===== src/sv/psys_pkg.sv =====
// psys_pkg: shared types, constants and saturation helpers for the particle step block.
// Used by psys_front, psys_back and particle_system_step. No dependencies.
package psys_pkg;

  typedef enum logic {
    CMD_SPAWN = 1'b0,
    CMD_TICK  = 1'b1
  } cmd_kind_t;

  // register indexes of the configuration port
  localparam logic [1:0] CFG_ACCEL_X = 2'd0;
  localparam logic [1:0] CFG_ACCEL_Y = 2'd1;
  localparam logic [1:0] CFG_ACCEL_Z = 2'd2;

  localparam int unsigned MS_PER_SEC = 1000;

  typedef struct packed {
    cmd_kind_t          kind;
    logic               energy_zero;
    logic [15:0]        elapsed_ms;
    logic signed [31:0] start_x;
    logic signed [31:0] start_y;
    logic signed [31:0] start_z;
    logic signed [31:0] speed_x;
    logic signed [31:0] speed_y;
    logic signed [31:0] speed_z;
    logic [30:0]        life_energy;
    logic [30:0]        start_size;
    logic [16:0]        start_green;
  } cmd_t;

  // one stored particle, one memory word
  typedef struct packed {
    logic signed [31:0] px;
    logic signed [31:0] py;
    logic signed [31:0] pz;
    logic signed [31:0] vx;
    logic signed [31:0] vy;
    logic signed [31:0] vz;
    logic signed [31:0] energy;
    logic signed [31:0] size;
    logic signed [31:0] dsize;
    logic signed [31:0] green;
    logic signed [31:0] dgreen;
    logic signed [31:0] alpha;
    logic signed [31:0] dalpha;
  } part_t;

  function automatic logic signed [31:0] sat32(input logic signed [63:0] v);
    logic signed [31:0] r;
    if (v > 64'sd2147483647) r = 32'sh7fffffff;
    else if (v < -64'sd2147483648) r = 32'sh80000000;
    else r = v[31:0];
    return r;
  endfunction

  // a + b with b already scaled, saturated to 32 bits
  function automatic logic signed [31:0] add_sat(input logic signed [31:0] a,
                                                 input logic signed [63:0] b);
    logic signed [63:0] s;
    s = $signed({{32{a[31]}}, a}) + b;
    return sat32(s);
  endfunction

endpackage


===== src/sv/psys_front.sv =====
// psys_front: takes input words, classifies them and queues them for the back end.
// Depends on psys_pkg.
module psys_front (
  input  logic               clk,
  input  logic               rst,
  input  logic               in_valid,
  output logic               in_ready,
  input  logic               kind,
  input  logic [15:0]        elapsed_ms,
  input  logic signed [31:0] start_x,
  input  logic signed [31:0] start_y,
  input  logic signed [31:0] start_z,
  input  logic signed [31:0] speed_x,
  input  logic signed [31:0] speed_y,
  input  logic signed [31:0] speed_z,
  input  logic [30:0]        life_energy,
  input  logic [30:0]        start_size,
  input  logic [16:0]        start_green,
  output logic               cmd_valid,
  input  logic               cmd_ready,
  output psys_pkg::cmd_t     cmd
);

  psys_pkg::cmd_t q [2];
  psys_pkg::cmd_t item;
  logic           head;
  logic           tail;
  logic [1:0]     fill;
  logic           push;
  logic           pop;

  always_comb begin
    item.kind        = kind ? psys_pkg::CMD_TICK : psys_pkg::CMD_SPAWN;
    item.energy_zero = (life_energy == '0);
    item.elapsed_ms  = elapsed_ms;
    item.start_x     = start_x;
    item.start_y     = start_y;
    item.start_z     = start_z;
    item.speed_x     = speed_x;
    item.speed_y     = speed_y;
    item.speed_z     = speed_z;
    item.life_energy = life_energy;
    item.start_size  = start_size;
    item.start_green = start_green;
  end

  assign in_ready  = (fill != 2'd2);
  assign cmd_valid = (fill != 2'd0);
  assign cmd       = q[head];
  assign push      = in_valid && in_ready;
  assign pop       = cmd_valid && cmd_ready;

  always_ff @(posedge clk) begin
    if (rst) begin
      head <= 1'b0;
      tail <= 1'b0;
      fill <= 2'd0;
    end else begin
      if (push) begin
        q[tail] <= item;
        tail    <= ~tail;
      end
      if (pop) begin
        head <= ~head;
      end
      case ({push, pop})
        2'b10:   fill <= fill + 2'd1;
        2'b01:   fill <= fill - 2'd1;
        default: fill <= fill;
      endcase
    end
  end

endmodule


===== config.mk =====
export PLATFORM = sky130hd
export DESIGN_NAME = psys_front
export DESIGN_NICKNAME = d
export VERILOG_FILES = /design/src/sv/psys_pkg.sv /design/src/sv/psys_front.sv
export SDC_FILE = /design/constraint.sdc
export NUM_CORES = 1
export LEC_CHECK = 0
export ABC_AREA = 1
export BUFFER_PORTS_ARGS = -buffer_cell sky130_fd_sc_hd__buf_4
export CAP_MARGIN = 10
export CORE_ASPECT_RATIO = 1.5
export CORE_UTILIZATION = 25
export CTS_CLUSTER_DIAMETER = 50
export CTS_CLUSTER_SIZE = 10
export DETAILED_ROUTE_END_ITERATION = 7
export SLEW_MARGIN = 20
export SYNTH_ARGS = -nofsm -noshare
export SYNTH_HDL_FRONTEND = slang
export SYNTH_SLANG_ARGS = --single-unit

===== constraint.sdc =====
create_clock -name clk -period 20.5 [get_ports clk]
set_input_delay 0 -clock clk [delete_from_list [all_inputs] [get_ports clk]]
set_output_delay 0 -clock clk [all_outputs]
set_load 0.05 [all_outputs]

; ---- Word-level counts from Yosys, hierarchy flattened
; Memories as Yosys holds them, arrays and structs flattened. A register that Yosys moved wholly into a read port is not among the register bits.
; Cells that the tools add are included.
[totals]
regBits = 4
ram_bits = 578
output_inout_bits = 291
elab_cells = 23
n_memories = 1
[classes]
addsub = 2
n_eq_ne = 3
n_mux = 7
bitwise_logic = 2
n_reduce_logical = 5
[mem_list]
columns = memory, depth, word_bits, rd, rd_clocked_by_memory_dff, wr, line_no
row1 = q, 2, 289, 1, 1, 1, psys_front.sv:24  ; psys_pkg::cmd_t q [2];
[op_table]
columns = op, count
row1 = 31-bit logical NOT, 1
row2 = 1-bit 2-to-1 mux, 6
row3 = 2-bit one-hot mux with 2 select lines, 1
row4 = 2-bit nonzero test, 2
row5 = "2-bit by 1-bit adder with 2-bit output, second input constant", 1
row6 = "2-bit by 1-bit == test with 1-bit output, second input constant", 1
row7 = "2-bit == test, second input constant", 1
row8 = 1-bit logical AND, 2
row9 = "2-bit inequality test, second input constant", 1
row10 = 1-bit inverter, 2
row11 = "2-bit by 1-bit subtractor with 2-bit output, second input constant", 1

; ---- Longest topological paths before layout
; Gate-level depths: netlist (run 1).
[depth]
ltp_word = 5
depth_mapped = 9
depth_no_buf = 9

; ---- Least setup slack after synthesis (run 1)
; Ideal clock, no wire load.
[synth_timing]
path_type = reg-to-reg
startpoint = register fill[0]
endpoint = memory q[1][0] in the netlist's numbering, enable pin
t_arrival_ps = 12972
slack_ps = 6582
stages_incl_launch_ff = 5
path_buffers = 0
period_less_slack_ps = 13918
cell_sequence = dfxtp_1 inv_1 nand2_1 nand2_1 nor2_1
[synth_between]
elab_chain_len = 5
[synth_lines]
columns = item, line_no
row1 = "start, declared", psys_front.sv:28  ; logic [1:0] fill;
row2 = "start signal, assigned", psys_front.sv:67  ; 2'b10: fill <= fill + 2'd1;
row3 = "start signal, assigned", psys_front.sv:68  ; 2'b01: fill <= fill - 2'd1;
row4 = "start signal, assigned", psys_front.sv:69  ; default: fill <= fill;
row5 = 2-bit inequality test, psys_front.sv:47  ; assign in_ready = (fill != 2'd2);
row6 = named net in_ready, psys_front.sv:7  ; output logic in_ready,
row7 = 1-bit logical AND, psys_front.sv:50  ; assign push = in_valid && in_ready;
row8 = 1-bit 2-to-1 mux, psys_front.sv:59  ; if (push) begin
row9 = 1-bit 2-to-1 mux, psys_front.sv:54  ; if (rst) begin
row10 = 1-bit 2-to-1 mux (not written as such), psys_front.sv:60  ; q[tail] <= item;
row11 = "end, declared", psys_front.sv:24
; The timed path passes the listed nets, and every way through them passes these cells.

; ---- Final worst setup path (run 1)
[layout_timing]
startpoint = register fill[0]
endpoint = memory q[1][104] in the netlist's numbering, enable pin
[layout_between]
elab_chain_len = 5
[layout_lines]
columns = item, line_no
row1 = 2-bit inequality test, psys_front.sv:47
row2 = 1-bit logical AND, psys_front.sv:50
row3 = 1-bit 2-to-1 mux, psys_front.sv:59
row4 = 1-bit 2-to-1 mux, psys_front.sv:54
row5 = 1-bit 2-to-1 mux (not written as such), psys_front.sv:60
; Every way passes these cells.

==> metrics.md, run 1 <==
| Metric | Value |
|---|---|
| Status | finished, final reports clean |
| Clock insertion delay at the later pin of the skew report | between 0.6 and 0.7 ns |
| Seq/Total Area, Yosys | 0.792 |
| Unrepaired setup endpoints after global routing | no |
| Most frequent cells in the layout | buf_4 (592), edfxtp_1 (578), dlygate4sd3_1 (291), mux2_4 (200), mux2_2 (89) |
| Startpoint type of the worst setup path | register |
| # resized after CTS | 0 |
| Mapped Area | 22000 um2 |
| Synth warn | 0 |
| Final RePlAce weighted congestion | 0.732 |
| Worst path cell trace | inv_1, nand2_1, nand2_1, nor2_4, buf_4, buf_4, buf_4 |
| Largest net degree at the start of global routing | 136 |
| Initial antenna violation count | 9 |
| Crit-path max FO | 72 |
| Area Growth Syn to Fin | 47.8% |
| Worst Setup Path Type | reg2reg |
| Crit path DAT | 3.81 ns |
| Syn_nets | 1259 |
| LEAKAGE | 12.3 nW |
| Worst-Margin Slew | 1.08 ns |
| Crit path top cell by count | buf_4 |
| Worst-path clk slew | 0.06 ns |
| Clock Sinks | 583 |
| Cell count after synthesis | 966 |
| Syn Area/Cell | 22.8 um2 |
| Setup TNS | 0 ns |
| # setup viols final | 0 |
| Residual DRC | 0 |
| Synth Register Bits | 583 |
| CP peak stage delay | 0.74 ns |
| Inserted Clock Buffers | 71 |
| Post-route antenna net violation count | 0 |
| Netlist cell types | 16 |
| Clock root buffer | clkbuf_16 |
| Die area | approximately 90000 um2 |
| Hold WC Path Type | in2reg |
| Pwr Total | approximately 0.0035 W |
| CP max-delay cell | buf_4 |
| DR pass1 iterations | 4 |
| Fin crit period | approximately 3.6 ns |
| Worst Path Required | 20.75 ns |
| Final wirelength | 54.4 mm |
| Max Cap Viol | 0 |
| Endpoints failing hold | 0 |
| # rows | 133 |
| Max Clk Rate | 281 MHz |
| R2r setup slk | 16.94 ns |
| H-tree levels | 3 |
| All-Layer GR Usage | 0.117 |
| Worst setup EP type | register |
| Chip width | 244 um |
| Io pins | 583 |
| CTS tree | built |
| Final HPWL from detailed placement | 35.5 mm |
| Die height | 366 um |
| Nets | around 2200 |
| Core Area | 87500 um2 |
| Via density | 4.03 |
| Vias in the first global route | around 14000 |
| Grt ovf | 0 |
| Pwr Density | 107 nW/um2 |
| Final period utilization | 0.174 |
| Fin Clk Skew | 0.0304 ns |
| First-pass GRT wire length | around 79 mm |
| Peak supply drop | 86.7 uV |
| IO Port Bufs | 582 |
| Layout cells sized above 1 | 0.508 |
| Vias | between 10000 and 15000 |
| Slew Limit Fails | 0 |
| Initial DRC Count | between 300 and 400 |
| Post-DR wirelength/cell | 17.8 um |
| Commonest non-fill, non-tap cell in the layout | buf_4 |
| Clock Tree Buf Depth | 3 |
| Initial Util | 0.252 |
| Worst slew margin relative to its limit | 0.277 |
-- sequential cells by signal, indices dropped and copies added, names as in the netlist, named ones only --
| name | count |
|---|---|
| tail | 1 |
| fill | 2 |
| q | 578 |
| head | 1 |
-- per-stage QoR --
stage          hold WS (ns)  utilization  setup slack, ns  instances  instance area, um2
2_1_floorplan        0.0989            -             6.58        966               22000
4_1_cts              0.0219        0.372            16.88       3057               32500
3_5_place_dp          0.187        0.316            16.89       2675               27700
6_report             0.0868        0.372            16.94       3060               32600
3_3_place_gp          0.185        0.316            17.00       2675               27700
5_1_grt              0.0549        0.372            16.65       3059               32600
-- power by group --
group | internal [W] | switching, W | total [W]
combinational | 0.000372 | 0.000605 | 0.000978
clock | 0.000642 | 0.000452 | 0.00109
sequential | 0.00140 | 0.0000253 | 0.00143
-- Yosys cell counts --
cell	count	area (um2)
a21oi_1	1	5.00
buf_2	7	35.0
buf_6	25	282
dfxtp_1	5	100
edfxtp_1	578	17400
ha_1	1	12.5
inv_1	5	18.8
mux2_2	89	1000
mux2_4	200	3000
nand2_1	19	71.3
nand3_1	2	10.0
nand4_1	1	6.26
nor2_1	29	109
o21a_1	1	7.51
o21ai_0	2	10.0
or2_2	1	6.26
-- logic make-up (layout without fill, tap and decap cells) --
logic type / Yosys count / count (layout) / synth area share
flip-flops: 583 / 583 / 0.792
multiplexers: 289 / 289 / 0.182
AND/OR/NAND/NOR: 52 / 52 / 0.00920
buffers and inverters: 37 / 983 / 0.0152
AO/OA/AOI/OAI: 4 / 4 / 0.00102
adder cells (fa/ha/maj): 1 / 1 / 0.000568
other: 0 / 1 / 0
-- what timing repair did --
| item | in CTS | in global routing |
|---|---|---|
| buffers inserted | 0 | 0 |
| hold buffers | 291 | 0 |
| hold endpoints to repair | 583 | 0 |
-- worst max-delay path, delay by kind of cell, from the launching register on --
family / cells / cell delay (ns)
AND/OR/NAND/NOR: 3 / 0.37
flip-flops: 1 / 0.40
buffers and inverters: 4 / 2.24
-- path summary, 6_finish.rpt --
check                                     startpoint             endpoint  cells after the start
worst max-delay path            fill[0]$_SDFFE_PP0P_  q[1][104]$_DFFE_PP_                      7
worst min register to register     head$_SDFFE_PP0P_             register                      2
worst max register to register  fill[0]$_SDFFE_PP0P_  q[1][104]$_DFFE_PP_                      7
worst min-delay path                  start_size[19]   q[1][36]$_DFFE_PP_                      2
-- area by class of cell --
| cell class | count | area (um2) |
|---|---|---|
| Multi-Input combinational cell | 346 | 4260 |
| Clock buffer | 79 | 1870 |
| Clock inverter | 12 | 87.6 |
| Inverter | 5 | 18.8 |
| Fill cell | 8086 | 55000 |
| Timing Repair Buffer | 887 | 7440 |
| Antenna cell | 1 | 2.50 |
| Sequential cell | 583 | 17500 |
| Tap cell | 1147 | 1440 |
-- metal layers --
layer | GRT usage | vias up | wire, um
met5 | 0 | - | 94
met4 | 0.0547 | 16 | 1790
met3 | 0.0442 | 108 | 4710
met2 | 0.207 | 522 | 28000
met1 | 0.123 | 6047 | 19800
li1 | - | 5642 | -
Power figures use the tool's default switching activity.
==> inputs of run 2 (changes only) <==
--- a/config.mk
+++ b/config.mk
@@ -5,7 +5,7 @@
 export SDC_FILE = /design/constraint.sdc
 export NUM_CORES = 1
 export LEC_CHECK = 0
-export ABC_AREA = 1
+export ABC_AREA = 0
 export BUFFER_PORTS_ARGS = -buffer_cell sky130_fd_sc_hd__buf_4
 export CAP_MARGIN = 10
 export CORE_ASPECT_RATIO = 1.5
==> constraint.sdc (replaced) <==
create_clock -name clk -period 3.05 [get_ports clk]
set_input_delay 0 -clock clk [delete_from_list [all_inputs] [get_ports clk]]
set_output_delay 0 -clock clk [all_outputs]
set_load 0.05 [all_outputs]
==> run 2 against run 1 <==
  * Total power rose to 7.8 times the previous value
  * Sequential cell count did not move
  * Critical path depth fell by 3
  * Critical path type is now reg2out
  * Largest power group unchanged
==> metrics.md, run 2 <==
| Metric | Value |
|---|---|
| Post-synth EDFFs | 578 (unchanged) |
| Syn_nets | 1229 (was 1259) |
| Crit path capture | cmd[121] (was q[1][104]$_DFFE_PP_) |
| Biggest regs | q: 578 flops, fill: 2 flops (unchanged) |
| Commonest cells post-synth | edfxtp_1 (578), mux2_1 (110), mux2_4 (100) (was edfxtp_1 (578), mux2_4 (200), mux2_2 (89)) |
| Synth Area in Simple Gates | 0.00545 (was 0.00920) |
| Adder-cell area share of the yosys netlist | 0.000580 (was 0.000568) |
| Worst setup EP type | output port (was register) |
| Setup TNS | 0 ns (unchanged) |
| Netlist cell types | 24 (was 16) |
| Startpoint type of the worst setup path | register (unchanged) |
| Largest register FFs | 578 (unchanged) |
| Initial antenna violation count | 10 (was 9) |
| # resized after CTS | 0 (unchanged) |
| Most frequent cells in the layout | buf_4 (604), edfxtp_1 (578), dlygate4sd3_1 (292), mux2_1 (110), mux2_4 (100) (was buf_4 (592), edfxtp_1 (578), dlygate4sd3_1 (291), mux2_4 (200), mux2_2 (89)) |
| Top-area cell type share of the netlist area | 0.804 (was 0.788) |
| Worst path cell trace | buf_12, buf_12, mux2_1, buf_4 (was inv_1, nand2_1, nand2_1, nor2_4, buf_4, buf_4, buf_4) |
| Worst-path clk slew | 0.05 ns (was 0.06 ns) |
| Pwr Total | 0.0273 W (was 0.00350 W) |
| Final period utilization | 0.797 |
| Multiplexer share of the synthesized area | 0.168 (was 0.182) |
| Syn Area/Cell | 23.1 um2 (was 22.8 um2) |
| Post-DR wirelength/cell | 18.0 um (was 17.8 um) |
| Die height | 362 um (was 366 um) |
| Layout cells sized above 1 | 0.467 (was 0.508) |
| Top-count cell post-synth | edfxtp_1 (unchanged) |
| Cell count after synthesis | 936 (was 966) |
| Synth Register Bits | 583 (unchanged) |
| Commonest non-fill, non-tap cell in the layout | buf_4 (unchanged) |
| Unrepaired setup endpoints after global routing | no (unchanged) |
| Clock Tree Buf Depth | 3 (unchanged) |
| Final design utilization | 0.382 (was 0.372) |
| Die area | 87600 um2 (was 89400 um2) |
| # setup viols final | 0 (unchanged) |
| Max Clk Rate | about 410 MHz |
| Area Growth Syn to Fin | 50.9% (was 47.8%) |
| Clock Sinks | 583 (unchanged) |
| Post-synth top area cell | edfxtp_1 (unchanged) |
| Initial Util | 0.253 (was 0.252) |
| Slew Limit Fails | 0 (unchanged) |
| First-pass GRT wire length | 81.9 mm (was 78.7 mm) |
| Largest family of logic cells by synthesized area | multiplexers (unchanged) |
| Compound-gate portion of the synthesized area | 0.00127 (was 0.00102) |
| Hold WC Path Type | in2reg (unchanged) |
| IO Port Bufs | 582 (unchanged) |
| Status | finished, final reports clean (unchanged) |
| R2r setup slk | 1.00 ns (was 16.94 ns) |
| CTS tree | built (unchanged) |
| Nets | 2180 (was 2187) |
| DR pass1 iterations | 4 (unchanged) |
| CP peak stage delay | 0.58 ns (was 0.74 ns) |
| LEAKAGE | 12.1 nW (was 12.3 nW) |
| Core Area | 85200 um2 (was 87500 um2) |
| Placed cells | 2649 (was 2675) |
| RR Endpoint | fill[1]$_SDFFE_PP0P_ (was q[1][104]$_DFFE_PP_) |
| Residual DRC | 0 (unchanged) |
| Vias | 12328 (was 12335) |
| FFs w/ async S/R, synth | 0 (unchanged) |
| Fin crit period | 2.43 ns |
| Final wirelength | 55.0 mm (was 54.4 mm) |
| Mapped Area | 21600 um2 (was 22000 um2) |
| Worst-Margin Slew | 0.596 ns (was 1.08 ns) |
| Initial DRC Count | 435 (was 374) |
| Clock insertion delay at the later pin of the skew report | 0.63 ns (was 0.64 ns) |
| All-Layer GR Usage | 0.124 (was 0.117) |
| Worst reg-to-reg path cell count | 7 (unchanged) |
| Pwr Density | 837 nW/um2 (was 107 nW/um2) |
| Worst Setup Path Type | reg2out (was reg2reg) |
| Crit path top cell by count | buf_12 (was buf_4) |
| Synth warn | 0 (unchanged) |
| Final Non-Filler Cells | 3050 (was 3060) |
| Worst Path Required | 3.05 ns (was 20.75 ns) |
| # rows | 131 (was 133) |
| Final instance area | 32600 um2 (about the same) |
| XOR/XNOR Fraction of Synth Area | 0.00122 (was 0) |
| Crit Reg-Reg Startpoint | fill[1]$_SDFFE_PP0P_ (was fill[0]$_SDFFE_PP0P_) |
| CP max-delay cell | dfxtp_4 (was buf_4) |
| Clock root buffer | clkbuf_16 (unchanged) |
| H-tree levels | 3 (unchanged) |
| Chip width | 242 um (was 244 um) |
| Fin Clk Skew | 0.0241 ns (was 0.0304 ns) |
| Final HPWL from detailed placement | 36.9 mm (was 35.5 mm) |
| Vias in the first global route | 14062 (was 13556) |
| Final RePlAce weighted congestion | 0.763 (was 0.732) |
| Seq/Total Area, Yosys | 0.809 (was 0.792) |
| Top cells by area, synth | edfxtp_1 (80%), mux2_4 (7.0%), mux2_1 (5.7%) (was edfxtp_1 (79%), mux2_4 (14%), mux2_2 (4.5%)) |
| Crit-path max FO | 36 (was 72) |
| Cell Area, Placed | 27500 um2 (was 27700 um2) |
| Via density | 4.04 (was 4.03) |
| Io pins | 583 (unchanged) |
| Post-synth top flop | edfxtp_1 (unchanged) |
| Post-route antenna net violation count | 0 (unchanged) |
| Most flop-heavy register | q (unchanged) |
| Largest net degree at the start of global routing | 81 (was 136) |
| Peak supply drop | 551 uV (was 86.7 uV) |
| Grt ovf | 0 (unchanged) |
| Max Cap Viol | 0 (unchanged) |
| Worst slew margin relative to its limit | 0.602 (was 0.277) |
| Crit path DAT | 2.43 ns (was 3.81 ns) |
| Inserted Clock Buffers | 74 (was 71) |
| Endpoints failing hold | 0 (unchanged) |
==> run 2: layer usage <==
metal	up-vias	GRT usage	wire (um)
li1	5637	-	-
met1	6044	0.125	19900
met2	528	0.221	28300
met3	109	0.0459	4670
met4	10	0.0661	2060
met5	-	0	58
==> run 2: layout make-up <==
class | count | area (um2)
repair buffers | 907 | 7680
clock inverters | 20 | 263
flip-flops and latches | 583 | 17500
clock buffers | 86 | 1900
fillers | 7799 | 52600
inverters | 2 | 12.5
multi-input cells | 319 | 3850
diodes | 3 | 7.51
well taps | 1130 | 1410
==> run 2: where the power goes <==
part / switching [W] / total (W) / internal (W)
Clock: 0.00323 / 0.00785 / 0.00461
Sequential: 0.000198 / 0.00975 / 0.00955
Combinational: 0.00624 / 0.00967 / 0.00343
==> run 2: metrics by stage <==
| stage | worst slack (ns) | hold slack, ns |
|---|---|---|
| after floorplan | -5.33 | 0.0617 |
| after detailed placement | 1.00 | 0.188 |
| after global placement | 1.04 | 0.185 |
| final | 0.618 | 0.0964 |
| after global routing | 0.441 | 0.0465 |
| after CTS | 0.505 | 0.0177 |
==> run 2: kinds of logic (layout without fill, tap and decap cells) <==
kind of cell,count (synthesis),in the layout
DFF,583,583
AOI/OAI and AO/OA,5,5
muxes,289,289
other,0,3
buffers and inverters,34,1015
and+or+nand+nor,21,21
adders and majority gates,1,1
xor gates and xnor gates,3,3
==> run 2: worst max-delay path: cells and delay by family (launching register included) <==
family | cells | cell delay [ns]
buf+inv | 3 | 0.79
flops | 1 | 0.58
mux | 1 | 0.36
==> run 2: worst min-delay path by stage <==
| stage | from | depth (start not counted) | end |
|---|---|---|---|
| after global placement | start_green[5] | 1 | q[1][5]$_DFFE_PP_ |
| after CTS | start_green[7] | 2 | q[1][7]$_DFFE_PP_ |
| after global routing | speed_z[7] | 2 | q[0][86]$_DFFE_PP_ |
| after floorplan | rst | 1 | fill[1]$_SDFFE_PP0P_ |
| after detailed placement | speed_y[16] | 1 | q[1][127]$_DFFE_PP_ |
| final | speed_z[29] | 2 | q[0][108]$_DFFE_PP_ |
==> run 2: what timing repair did <==
| item | CTS | global route |
|---|---|---|
| hold buffers | 292 | 0 |
| setup buffers | 0 | 0 |
| endpoints found under the hold margin | 658 | 0 |
